`config.mk`:
```
export PLATFORM = sky130hd
export DESIGN_NAME = nfc_frame_receiver_unit
export DESIGN_NICKNAME = d
export VERILOG_FILES = /design/src/hw/rtl/nfr_pkg.sv /design/src/hw/rtl/nfr_ctrl.sv /design/src/hw/rtl/nfr_datapath.sv /design/src/hw/rtl/nfc_frame_receiver_unit.sv
export SDC_FILE = /design/constraint.sdc
export NUM_CORES = 1
export LEC_CHECK = 0
export ABC_CLOCK_PERIOD_IN_PS = 5250
export BUFFER_PORTS_ARGS = -buffer_cell sky130_fd_sc_hd__buf_2
export CORE_ASPECT_RATIO = 1.2
export CORE_MARGIN = 2
export CORE_UTILIZATION = 40
export DETAILED_ROUTE_END_ITERATION = 8
export PLACE_DENSITY_LB_ADDON = 0.25
export SYNTH_ARGS = -nofsm -noshare
export SYNTH_HDL_FRONTEND = slang
export SYNTH_SLANG_ARGS = --single-unit
```
`constraint.sdc`:
```
create_clock -name clock -period 5.25 [get_ports clock]
set_input_delay 0.2625 -clock clock [delete_from_list [all_inputs] [get_ports clock]]
set_output_delay 0.2625 -clock clock [all_outputs]
set_load 0.05 [all_outputs]
```
`src/hw/rtl/nfr_pkg.sv`:
```
// nfr_pkg: shared types and constants for the nfc frame receiver
// depends on nothing; used by nfr_ctrl, nfr_datapath and nfc_frame_receiver_unit

package nfr_pkg;

   // default sizes handed to the top level
   localparam int WINDOW_DEFAULT      = 128;
   localparam int PAYLOAD_MAX_DEFAULT = 64;

   // register reset and start code bytes
   localparam logic [6:0] OUT_LIMIT_RESET = 7'd64;
   localparam logic [7:0] START_ZERO      = 8'h00;
   localparam logic [7:0] START_CODE      = 8'hFF;

   typedef enum logic [1:0] {
      STAT_OK               = 2'd0,
      STAT_INVALID_RESPONSE = 2'd1,
      STAT_CHECKSUM_ERROR   = 2'd2,
      STAT_INVALID_SIZE     = 2'd3
   } status_type;

   typedef enum logic [3:0] {
      ST_HUNT,
      ST_LEN,
      ST_LCS,
      ST_DATA,
      ST_DCS,
      ST_DONE,
      ST_EMIT,
      ST_DRAIN_RD,
      ST_DRAIN_LD
   } state_type;

   typedef struct packed {
      logic [7:0] rx_byte;
      logic       start_of_read;
   } req_type;

   typedef struct packed {
      logic [7:0] payload_byte;
      logic       byte_valid;
      logic [1:0] status;
      logic [6:0] payload_count;
      logic       last;
   } rsp_type;

   // controller to datapath
   typedef struct packed {
      logic       begin_read;
      logic       step;
      logic       shift_prev;
      logic       load_len;
      logic       clear_data;
      logic       take_data;
      logic       set_status;
      status_type status;
      logic       drain_clear;
      logic       drain_next;
      logic       load_single;
      logic       load_data;
   } cmd_type;

   // datapath to controller
   typedef struct packed {
      logic start_match;
      logic hunt_late;
      logic len_cs_bad;
      logic size_bad;
      logic len_zero;
      logic data_done;
      logic data_cs_bad;
      logic count_zero;
      logic drain_last;
      logic out_free;
   } flags_type;

endpackage

```
`src/hw/rtl/nfr_ctrl.sv`:
```
// nfr_ctrl: frame parsing and result drain state machine
// depends on nfr_pkg; drives the command struct of nfr_datapath

module nfr_ctrl (
   input  logic               clock,
   input  logic               reset,
   input  logic               req_valid,
   input  logic               start_of_read,
   output logic               req_stall,
   input  nfr_pkg::flags_type flags,
   output nfr_pkg::cmd_type   cmd
);

   nfr_pkg::state_type state_ff, state_in;
   logic               parse_state;
   logic               accept;

   assign parse_state = (state_ff == nfr_pkg::ST_HUNT) || (state_ff == nfr_pkg::ST_LEN) ||
                        (state_ff == nfr_pkg::ST_LCS)  || (state_ff == nfr_pkg::ST_DATA) ||
                        (state_ff == nfr_pkg::ST_DCS)  || (state_ff == nfr_pkg::ST_DONE);
   assign req_stall = !parse_state;
   assign accept    = req_valid && parse_state;

   always_ff @(posedge clock) begin
      if (reset) begin
         state_ff <= nfr_pkg::ST_HUNT;
      end else begin
         state_ff <= state_in;
      end
   end

   // next state
   always_comb begin
      state_in = state_ff;
      if (accept && start_of_read) begin
         state_in = nfr_pkg::ST_HUNT;
      end else begin
         unique case (state_ff)
            nfr_pkg::ST_HUNT: begin
               if (accept) begin
                  if (flags.start_match) state_in = nfr_pkg::ST_LEN;
                  else if (flags.hunt_late) state_in = nfr_pkg::ST_EMIT;
               end
            end
            nfr_pkg::ST_LEN: begin
               if (accept) state_in = nfr_pkg::ST_LCS;
            end
            nfr_pkg::ST_LCS: begin
               if (accept) begin
                  if (flags.len_cs_bad || flags.size_bad) state_in = nfr_pkg::ST_EMIT;
                  else if (flags.len_zero) state_in = nfr_pkg::ST_DCS;
                  else state_in = nfr_pkg::ST_DATA;
               end
            end
            nfr_pkg::ST_DATA: begin
               if (accept && flags.data_done) state_in = nfr_pkg::ST_DCS;
            end
            nfr_pkg::ST_DCS: begin
               if (accept) begin
                  if (flags.data_cs_bad || flags.count_zero) state_in = nfr_pkg::ST_EMIT;
                  else state_in = nfr_pkg::ST_DRAIN_RD;
               end
            end
            nfr_pkg::ST_DONE: begin
               state_in = nfr_pkg::ST_DONE;
            end
            nfr_pkg::ST_EMIT: begin
               if (flags.out_free) state_in = nfr_pkg::ST_DONE;
            end
            nfr_pkg::ST_DRAIN_RD: begin
               state_in = nfr_pkg::ST_DRAIN_LD;
            end
            nfr_pkg::ST_DRAIN_LD: begin
               if (flags.out_free) begin
                  state_in = flags.drain_last ? nfr_pkg::ST_DONE : nfr_pkg::ST_DRAIN_RD;
               end
            end
            default: state_in = nfr_pkg::ST_HUNT;
         endcase
      end
   end

   // command outputs
   always_comb begin
      cmd        = '0;
      cmd.status = nfr_pkg::STAT_OK;
      if (accept && start_of_read) begin
         cmd.begin_read = 1'b1;
      end else begin
         unique case (state_ff)
            nfr_pkg::ST_HUNT: begin
               if (accept) begin
                  cmd.step       = 1'b1;
                  cmd.shift_prev = 1'b1;
                  if (!flags.start_match && flags.hunt_late) begin
                     cmd.set_status = 1'b1;
                     cmd.status     = nfr_pkg::STAT_INVALID_RESPONSE;
                  end
               end
            end
            nfr_pkg::ST_LEN: begin
               if (accept) begin
                  cmd.step     = 1'b1;
                  cmd.load_len = 1'b1;
               end
            end
            nfr_pkg::ST_LCS: begin
               if (accept) begin
                  cmd.step = 1'b1;
                  priority if (flags.len_cs_bad) begin
                     cmd.set_status = 1'b1;
                     cmd.status     = nfr_pkg::STAT_CHECKSUM_ERROR;
                  end else if (flags.size_bad) begin
                     cmd.set_status = 1'b1;
                     cmd.status     = nfr_pkg::STAT_INVALID_SIZE;
                  end else begin
                     cmd.clear_data = 1'b1;
                  end
               end
            end
            nfr_pkg::ST_DATA: begin
               if (accept) begin
                  cmd.step      = 1'b1;
                  cmd.take_data = 1'b1;
               end
            end
            nfr_pkg::ST_DCS: begin
               if (accept) begin
                  cmd.step = 1'b1;
                  priority if (flags.data_cs_bad) begin
                     cmd.set_status = 1'b1;
                     cmd.status     = nfr_pkg::STAT_CHECKSUM_ERROR;
                  end else if (flags.count_zero) begin
                     cmd.set_status = 1'b1;
                     cmd.status     = nfr_pkg::STAT_OK;
                  end else begin
                     cmd.drain_clear = 1'b1;
                  end
               end
            end
            nfr_pkg::ST_DONE: begin
               cmd.step = 1'b0;
            end
            nfr_pkg::ST_EMIT: begin
               cmd.load_single = flags.out_free;
            end
            nfr_pkg::ST_DRAIN_RD: begin
               cmd.step = 1'b0;
            end
            nfr_pkg::ST_DRAIN_LD: begin
               cmd.load_data  = flags.out_free;
               cmd.drain_next = flags.out_free;
            end
            default: cmd.step = 1'b0;
         endcase
      end
   end

endmodule

```
`src/hw/rtl/nfr_datapath.sv`:
```
// nfr_datapath: frame registers, checksums, payload store and result register
// depends on nfr_pkg; commanded by nfr_ctrl

module nfr_datapath #(
   parameter int WINDOW      = nfr_pkg::WINDOW_DEFAULT,
   parameter int PAYLOAD_MAX = nfr_pkg::PAYLOAD_MAX_DEFAULT
) (
   input  logic               clock,
   input  logic               reset,
   input  nfr_pkg::req_type   req_data,
   input  logic               csr_wr_en,
   input  logic [6:0]         csr_wr_data,
   input  nfr_pkg::cmd_type   cmd,
   output nfr_pkg::flags_type flags,
   output logic               rsp_valid,
   input  logic               rsp_stall,
   output nfr_pkg::rsp_type   rsp_data
);

   localparam int IDX_W = $clog2(WINDOW);
   localparam int AW    = $clog2(PAYLOAD_MAX);
   localparam int SZ_W  = ((IDX_W > 8) ? IDX_W : 8) + 2;
   localparam logic [IDX_W:0] LATE_IDX = (IDX_W + 1)'(WINDOW - 5);

   logic [6:0]       out_limit_ff;
   logic [IDX_W-1:0] index_ff;
   logic [7:0]       prev_one_ff, prev_two_ff;
   logic [7:0]       frame_len_ff;
   logic [7:0]       data_sum_ff;
   logic [7:0]       data_count_ff;
   logic [1:0]       status_ff;
   logic [AW-1:0]    rd_idx_ff;
   logic [7:0]       rd_data_ff;
   logic             rsp_valid_ff;
   nfr_pkg::rsp_type rsp_ff, rsp_in;
   logic [7:0]       store_mem [PAYLOAD_MAX];

   logic [IDX_W-1:0] index_in;
   logic [7:0]       rx;
   logic [6:0]       limit;
   logic [7:0]       count_n;
   logic             store_we;

   assign rx       = req_data.rx_byte;
   assign index_in = index_ff + IDX_W'(1);
   assign limit    = (out_limit_ff > 7'(PAYLOAD_MAX)) ? 7'(PAYLOAD_MAX) : out_limit_ff;
   assign count_n  = ({1'b0, limit} < frame_len_ff) ? {1'b0, limit} : frame_len_ff;
   assign store_we = cmd.take_data && (data_count_ff < {1'b0, limit});

   // status toward the controller
   always_comb begin
      flags.start_match = (prev_two_ff == nfr_pkg::START_ZERO) &&
                          (prev_one_ff == nfr_pkg::START_ZERO) && (rx == nfr_pkg::START_CODE);
      flags.hunt_late   = {1'b0, index_in} >= LATE_IDX;
      flags.len_cs_bad  = (frame_len_ff + rx) != 8'd0;
      flags.size_bad    = (SZ_W'(index_in) + SZ_W'(1) + SZ_W'(frame_len_ff)) >= SZ_W'(WINDOW);
      flags.len_zero    = frame_len_ff == 8'd0;
      flags.data_done   = ({1'b0, data_count_ff} + 9'd1) >= {1'b0, frame_len_ff};
      flags.data_cs_bad = (data_sum_ff + rx) != 8'd0;
      flags.count_zero  = count_n == 8'd0;
      flags.drain_last  = (8'(rd_idx_ff) + 8'd1) == count_n;
      flags.out_free    = !rsp_valid_ff || !rsp_stall;
   end

   always_ff @(posedge clock) begin
      if (reset) begin
         out_limit_ff <= nfr_pkg::OUT_LIMIT_RESET;
      end else if (csr_wr_en) begin
         out_limit_ff <= csr_wr_data;
      end
   end

   // frame tracking registers
   always_ff @(posedge clock) begin
      if (reset || cmd.begin_read) begin
         index_ff      <= '0;
         prev_one_ff   <= nfr_pkg::START_CODE;
         prev_two_ff   <= nfr_pkg::START_CODE;
         frame_len_ff  <= '0;
         data_sum_ff   <= '0;
         data_count_ff <= '0;
      end else begin
         if (cmd.step) index_ff <= index_in;
         if (cmd.shift_prev) begin
            prev_two_ff <= prev_one_ff;
            prev_one_ff <= rx;
         end
         if (cmd.load_len) frame_len_ff <= rx;
         if (cmd.clear_data) begin
            data_sum_ff   <= '0;
            data_count_ff <= '0;
         end else if (cmd.take_data) begin
            data_sum_ff   <= data_sum_ff + rx;
            data_count_ff <= data_count_ff + 8'd1;
         end
      end
   end

   always_ff @(posedge clock) begin
      if (cmd.set_status) status_ff <= cmd.status;
   end

   // payload store, registered read
   always_ff @(posedge clock) begin
      if (store_we) store_mem[data_count_ff[AW-1:0]] <= rx;
      rd_data_ff <= store_mem[rd_idx_ff];
   end

   always_ff @(posedge clock) begin
      if (reset || cmd.drain_clear) begin
         rd_idx_ff <= '0;
      end else if (cmd.drain_next) begin
         rd_idx_ff <= rd_idx_ff + AW'(1);
      end
   end

   // result register
   always_comb begin
      rsp_in = rsp_ff;
      if (cmd.load_single) begin
         rsp_in.payload_byte  = 8'd0;
         rsp_in.byte_valid    = 1'b0;
         rsp_in.status        = status_ff;
         rsp_in.payload_count = 7'd0;
         rsp_in.last          = 1'b1;
      end else if (cmd.load_data) begin
         rsp_in.payload_byte  = rd_data_ff;
         rsp_in.byte_valid    = 1'b1;
         rsp_in.status        = nfr_pkg::STAT_OK;
         rsp_in.payload_count = flags.drain_last ? count_n[6:0] : 7'd0;
         rsp_in.last          = flags.drain_last;
      end
   end

   always_ff @(posedge clock) begin
      rsp_ff <= rsp_in;
      if (reset) begin
         rsp_valid_ff <= 1'b0;
      end else if (cmd.load_single || cmd.load_data) begin
         rsp_valid_ff <= 1'b1;
      end else if (!rsp_stall) begin
         rsp_valid_ff <= 1'b0;
      end
   end

   assign rsp_valid = rsp_valid_ff;
   assign rsp_data  = rsp_ff;

endmodule

```
`src/hw/rtl/nfc_frame_receiver_unit.sv`:
```
// nfc_frame_receiver_unit: top level of the information frame receiver
// depends on nfr_pkg, nfr_ctrl and nfr_datapath
//
//   port group   dir   handshake          payload
//   req_*        in    req_valid/stall    nfr_pkg::req_type (rx_byte, start_of_read)
//   rsp_*        out   rsp_valid/stall    nfr_pkg::rsp_type (byte, valid, status, count, last)
//   csr_*        in    csr_wr_en          out_limit, 7 bits
//
// while a frame is parsed one byte is taken per cycle
// a good frame drains its n buffered bytes one by one (store read, then
//   result register load), with req_stall high until the last transfer is loaded
// an error, an empty frame or a zero out_limit loads one bare result, input again held meanwhile
// reset is synchronous; the payload store needs no clearing pass
// the result register frees as soon as rsp_stall drops, so a waiting result
//   does not block bytes of the window that follow the verdict

module nfc_frame_receiver_unit #(
   parameter int WINDOW      = nfr_pkg::WINDOW_DEFAULT,
   parameter int PAYLOAD_MAX = nfr_pkg::PAYLOAD_MAX_DEFAULT
) (
   input  logic             clock,
   input  logic             reset,
   // byte input channel
   input  logic             req_valid,
   output logic             req_stall,
   input  nfr_pkg::req_type req_data,
   // result channel
   output logic             rsp_valid,
   input  logic             rsp_stall,
   output nfr_pkg::rsp_type rsp_data,
   // out_limit register
   input  logic             csr_wr_en,
   input  logic [6:0]       csr_wr_data
);

   // command and status between controller and datapath
   nfr_pkg::cmd_type   cmd;
   nfr_pkg::flags_type flags;

   // state machine: hunt, length, length checksum, data, data checksum, emit, drain, done
   nfr_ctrl u_ctrl (
      .clock         (clock),
      .reset         (reset),
      .req_valid     (req_valid),
      .start_of_read (req_data.start_of_read),
      .req_stall     (req_stall),
      .flags         (flags),
      .cmd           (cmd)
   );

   // index, checksums, payload store and result register
   nfr_datapath #(
      .WINDOW      (WINDOW),
      .PAYLOAD_MAX (PAYLOAD_MAX)
   ) u_datapath (
      .clock       (clock),
      .reset       (reset),
      .req_data    (req_data),
      .csr_wr_en   (csr_wr_en),
      .csr_wr_data (csr_wr_data),
      .cmd         (cmd),
      .flags       (flags),
      .rsp_valid   (rsp_valid),
      .rsp_stall   (rsp_stall),
      .rsp_data    (rsp_data)
   );

endmodule

```
== Word-level counts from Yosys, hierarchy flattened ==
Memory sizes are Yosys's and may differ from the RTL's. A register that Yosys moved wholly into a read port is not among the register bits.
Index checks and enable logic that the tools add are counted.
W data, S select, Z words.

* Add/subtract/negate cells: 9
* Magnitude comparators: 6
* Equality and inequality tests: 19
* Muxes and demuxes: 49
* Reduce and logical (&&, ||, !) cells: 34

{| class="wikitable"
|+ Operators with widths
! kind !! number
|-
| $mux W4 || 11
|-
| $pmux W4 S9 || 1
|-
| $logic_not A8 Y1 || 4
|-
| $mux W3 || 8
|-
| $mux W10 || 2
|-
| $mux W1 || 19
|-
| $add A8 B8 Y8 || 2
|-
| $eq A4 B3 Y1 const B || 4
|-
| $reduce_bool A8 Y1 || 2
|-
| $mux W7 || 2
|-
| $ne A2 B1 Y1 const B || 7
|-
| $mux W12 || 1
|-
| $logic_or A1 B1 Y1 || 11
|-
| $add A10 B8 Y10 || 1
|-
| $ge A10 B8 Y1 const B || 1
|-
| $add A8 B1 Y9 const B || 1
|-
| $ge A9 B8 Y1 || 1
|-
| $pmux W3 S3 || 1
|-
| $add A7 B1 Y8 const B || 1
|-
| $add A8 B1 Y8 const B || 1
|-
| $eq A4 B2 Y1 const B || 2
|-
| $eq A8 B8 Y1 || 1
|-
| $eq A8 B8 Y1 const B || 1
|-
| $lt A7 B8 Y1 || 1
|-
| other kinds (20) || 31
|}

* Register bits after elaboration: 86
* Bits in writable memories: 512
* Bits of input ports: 21
* Output and inout bits: 21
* Logic and storage cells: 134
* Memories kept: 1

{| class="wikitable"
|+ Memories
! name !! words !! width !! read ports !! clocked after Yosys merged registers in !! wr ports !! line !! text
|-
| u_datapath.store_mem || 64 || 8 || 1 || 1 || 1 || nfr_datapath.sv:36 || <nowiki>logic [7:0] store_mem [PAYLOAD_MAX];</nowiki>
|}

== Longest topological paths before layout ==
* Word-level depth: 13
* Gate-level depth with buffers: 15

== Cells and area by module ==
Synthesis repeated with hierarchy kept, for this count alone.

* Cells, all modules: 1492
* Area total of the unflattened synthesis: 25584.5 µm²

{| class="wikitable"
|+ By module, submodules not included
! module !! instances !! cells an instance !! area each (µm²) !! sequential area each (µm²)
|-
| nfr_datapath || 1 || 1400 || 24946.4 || 17216.5
|-
| nfr_ctrl || 1 || 92 || 638.1 || 80.1
|}

== Least setup slack after synthesis ==
No wires, ideal clock.

* Path kind: reg-to-reg
* Start: register u_datapath.index_ff[0]
* End: register u_datapath.status_ff[0] (enable)
* Library setup time: 0.316 ns
* Arrival: 2.902 ns
* Required time: 4.934 ns
* Setup slack: 2.033 ns
* Cell stages (with the launch flop): 16
* Path buffers: 1
* Period minus slack after synthesis: 3.217 ns
* Cell sequence: dfxtp_1 clkbuf_1 inv_1 ha_1 nor2_1 nand2_1 a21oi_1 xor2_1 ha_1 and4b_1 and3_1 o31a_1 nand4_1 nand2_1 o21a_1 a21oi_1

{| class="wikitable"
|+ RTL lines
! element !! line !! text
|-
| from (decl) || nfr_datapath.sv:26 || <nowiki>logic [IDX_W-1:0] index_ff;</nowiki>
|-
| from (signal assigned) || nfr_datapath.sv:83 || <nowiki>if (cmd.step) index_ff <= index_in;</nowiki>
|-
| to (signal assigned) || nfr_datapath.sv:100 || <nowiki>if (cmd.set_status) status_ff <= cmd.status;</nowiki>
|-
| to (decl) || nfr_datapath.sv:31 || <nowiki>logic [1:0] status_ff;</nowiki>
|}

== Worst setup path after layout ==
* Start: register u_ctrl.state_ff[1]
* End: memory u_datapath.store_mem[37][7] (enable)

* Cells in the longest elaborated chain, start to end: 13
* Elaborated cells on any way between the ends: 19
* Those cells by class: eq/ne (5); mux (5); reduce/logical (9)

{| class="wikitable"
|+ RTL lines
! element !! line !! text
|-
| from (decl) || nfr_ctrl.sv:14 || <nowiki>nfr_pkg::state_type state_ff, state_in;</nowiki>
|-
| from (signal assigned) || nfr_ctrl.sv:26 || <nowiki>state_ff <= nfr_pkg::ST_HUNT;</nowiki>
|-
| from (signal assigned) || nfr_ctrl.sv:28 || <nowiki>state_ff <= state_in;</nowiki>
|-
| $eq A4 B1 Y1 or $logic_not A4 Y1 (tied branches) || nfr_ctrl.sv:18 || <nowiki>assign parse_state = (state_ff == nfr_pkg::ST_HUNT) || (state_ff == nfr_pkg::ST_LEN) ||</nowiki>
|-
| $logic_or A1 B1 Y1 (2 in a row) || nfr_ctrl.sv:18 ||
|-
| $logic_or A1 B1 Y1 (2 in a row) || nfr_ctrl.sv:19 || <nowiki>(state_ff == nfr_pkg::ST_LCS) || (state_ff == nfr_pkg::ST_DATA) ||</nowiki>
|-
| $logic_or A1 B1 Y1 || nfr_ctrl.sv:20 || <nowiki>(state_ff == nfr_pkg::ST_DCS) || (state_ff == nfr_pkg::ST_DONE);</nowiki>
|-
| $logic_and A1 B1 Y1 || nfr_ctrl.sv:22 || <nowiki>assign accept = req_valid && parse_state;</nowiki>
|-
| $mux W1 || nfr_ctrl.sv:122 || <nowiki>if (accept) begin</nowiki>
|-
| $mux W1 || nfr_ctrl.sv:90 || <nowiki>unique case (state_ff)</nowiki>
|-
| $mux W12 (*) || nfr_ctrl.sv:87 || <nowiki>if (accept && start_of_read) begin</nowiki>
|-
| $logic_and A1 B1 Y1 (*) || nfr_datapath.sv:48 || <nowiki>assign store_we = cmd.take_data && (data_count_ff < {1'b0, limit});</nowiki>
|-
| $mux W1 (*) || nfr_datapath.sv:105 || <nowiki>if (store_we) store_mem[data_count_ff[AW-1:0]] <= rx;</nowiki>
|-
| $mux W1 (not written as such) (*) || nfr_datapath.sv:105 ||
|-
| to (decl) || nfr_datapath.sv:36 ||
|}

Mark *: on every way between the ends. The rest lies on a longest branch, timed or not.

==> flow_summary.toml <==
[sta]
relSlewSlack_pct = 25.7
clock.fmax_mhz = 241
min_period_over_period_pct = 79.1
layout_setup_ws_ns = 1.10
timing.hold.ws_ns = 0.100
min_period_ns = 4.15
setup-tns-final_ns = 0
hold_viol = 0
grt_setup_unrepaired = "false"
fin_worst_skew_ns = 0.0278
slew_violations = 0
setup_viol = 0
worst_pin_slew_ns = 1.11

[yosys]
synth.avg_cell_area_um2 = 17.1
yosys.area.top_type = "edfxtp_1"
synth_area_leaders = "edfxtp_1, mux4_2, dfxtp_1"
synth_top_area_share_pct = 60.9
ys_seq_elements = 606
synth_enable_flop_cells = 516
netlist_area_mm2 = 0.0254
syn_inst = 1489
syn-num-nets = 1560
synth_cell_types = 72
yosysSeqAreaShare_pct = 68.0
ys.warnings.count = 0
synth_top_flop_cell = "edfxtp_1"
async_flop_share_pct = 0

[clock_network]
cts.clk_slew.worst_paths_ns = 0.06
cts_tree = "yes"
postCtsHoldBufs = 13
cts_max_level = 2
root_buffer = "clkbuf_16"
clkLatencyLatePin_ns = 0.63
numCtsBuffers = 61
cts_setup_buffers = 0
cts_buffer_depth = 3
clock_sinks = 606
ctsResizeCount = 0

[global_route]
grt_max_degree = 89
grt_pass1_wl_um = 92200
grt_pass1_vias = 13800
overflow = 0
grt_usage_pct = 19.4
grt_antenna_before_repair = 1

[cells_and_area]
utilization_pct = 45.8
area_delta_synth_final_pct = 13.5
drive_above_1_share_pct = 22.5
nets = 1635
multiInputGateArea_mm2 = 0.00775
regArea_mm2 = 0.0173
fill_cells = 5349
antenna_cells = 0

[detailed_routing]
via_count = 13400
dr.pass1.iters = 8
ant_nets = 0
drt_iter0_markers = 1097
drc = 0
wl_um = 62600
vias_per_cell = 5.51
wl_per_cell_um = 25.7

[placed_design]
dp_hpwl_um = 41300
portBuffers = 41
place.gp.congestion = 0.855
pre_cts_slack_ns = 1.10

[critical_path]
critPathCaptureType = "flop"
critPathRequiredTime_ns = 5.52
arrival_ns = 4.42
critPathMaxFanout = 16
cp-start-kind = "flop"
critPathKind = "reg -> reg"

[min_path]
hp-class = "in -> reg"

[floorplanning]
dieArea_mm2 = 0.0657
initial_core_util_pct = 40.4
io_pins = 42
row_count = 101
die_x_um = 234
die_h_um = 280
core_mm2 = 0.0631

[job]
cap_violations = 0

[run_status]
run_status = "finished, final reports clean"

[pwr]
max-vdd-ir-drop_uv = 261
p_per_area_mw_per_mm2 = 346
leakagePower_nw = 9.42
stage by stage:
stage	cells	instance area (um2)	total power, mW
final	2439	28900	9.99
after global routing	2439	28900	10.3
after CTS	2439	28900	10.1
after detailed placement	2312	26600	5.57
after global placement	2312	26600	5.56
after floorplan	1489	25400	5.43
power by group:
| part | total, mW | internal (mW) | switching [mW] |
|---|---|---|---|
| clock | 4.52 | 2.66 | 1.86 |
| combinational | 0.230 | 0.0625 | 0.168 |
| sequential | 5.24 | 5.22 | 0.0121 |
routing by layer:
metal  vias to the layer above  global-route usage (%)  share of wire [%]
li1                       6020                       -                  -
met1                      6929                    25.3                 42
met2                       398                    32.9                 50
met3                        91                    3.09                5.2
met4                         0                    6.28                3.0
met5                         -                       0                  0
synth_stat cells, drive strengths merged, types with 5 or more instances:
cell      n
a211oi    7
a21o     11
a21oi    34
a31oi     7
and2      7
and3      9
buf      21
clkbuf   48
dfxtp    90
edfxtp  516
ha       47
inv      31
mux2i    33
mux4    168
nand2    83
nand2b    8
nand3    38
nand3b    6
nand4     5
nor2    150
nor2b    11
nor3      7
nor4      6
o21a      6
o21ai    28
or3       7
or3b      5
xnor2    27
xor2     20
path summary, 6_finish.rpt:
path | slack [ns] | from | endpoint | cells after the start
setup / recovery | 1.10 | u_ctrl.state_ff[1] | u_datapath.store_mem[37][7] | 8
hold / removal | 0.10 | rsp_stall | u_datapath.rsp_valid | 3
setup reg to reg | 1.10 | u_ctrl.state_ff[1] | u_datapath.store_mem[37][7] | 8
hold reg to reg | 0.45 | u_datapath.rsp_data[4] | u_datapath.rsp_data[4] | 2
critical path, stage by stage, from the launching register on:
cell and delay (ns):
dfxtp_1 0.60, inv_1 0.18, nor2_2 0.27, nand3_2 0.38
a2111oi_0 0.47, o21ai_1 0.16, or2_2 0.32, or3b_1 0.70
nor2_1 0.71
area by class of cell:
type / count / area share (%)
multi-input cells: 783 / 26.8
flip-flops and latches: 606 / 59.9
clock buffers: 77 / 5.67
inverters: 31 / 0.403
clock inverters: 37 / 1.64
well taps: 824 / 3.57
repair buffers: 81 / 1.99
cells by family (layout without fill, tap and decap cells):
kind of cell	Yosys count	after routing	synth area share, %
and+or+nand+nor	361	361	6.73
buffers and inverters	100	226	1.57
muxes	202	202	16.2
AOI/OAI and AO/OA	122	122	3.26
xor gates and xnor gates	48	48	1.71
DFF	606	606	68.0
adders and majority gates	50	50	2.55
registers in the layout (all words and copies together) (netlist names):
name / flops
u_datapath.prev_two_ff: 8
u_datapath.rd_data_ff: 8
u_datapath.data_count_ff: 8
u_datapath.frame_len_ff: 8
u_datapath.rsp_data: 19
u_datapath.data_sum_ff: 8
u_datapath.status_ff: 2
u_datapath.rsp_valid: 1
u_datapath.out_limit_ff: 7
u_ctrl.state_ff: 4
u_datapath.store_mem: 512
u_datapath.index_ff: 7
u_datapath.prev_one_ff: 8
u_datapath.rd_idx_ff: 6
placed cells by master, fill, tap and decap left out, types with 13 or more instances in the layout:
master	synthesis	layout
edfxtp_1	516	516
mux4_2	168	168
nor2_1	148	148
dfxtp_1	90	86
nand2_1	83	83
clkbuf_16	0	61
ha_1	47	47
buf_2	13	41
nand3_1	37	37
a21oi_1	34	34
mux2i_1	33	33
inv_1	31	31
xnor2_1	27	27
buf_4	0	24
xor2_1	20	20
o21ai_0	18	18
dlygate4sd3_1	0	13
Power figures use the tool's default switching activity.
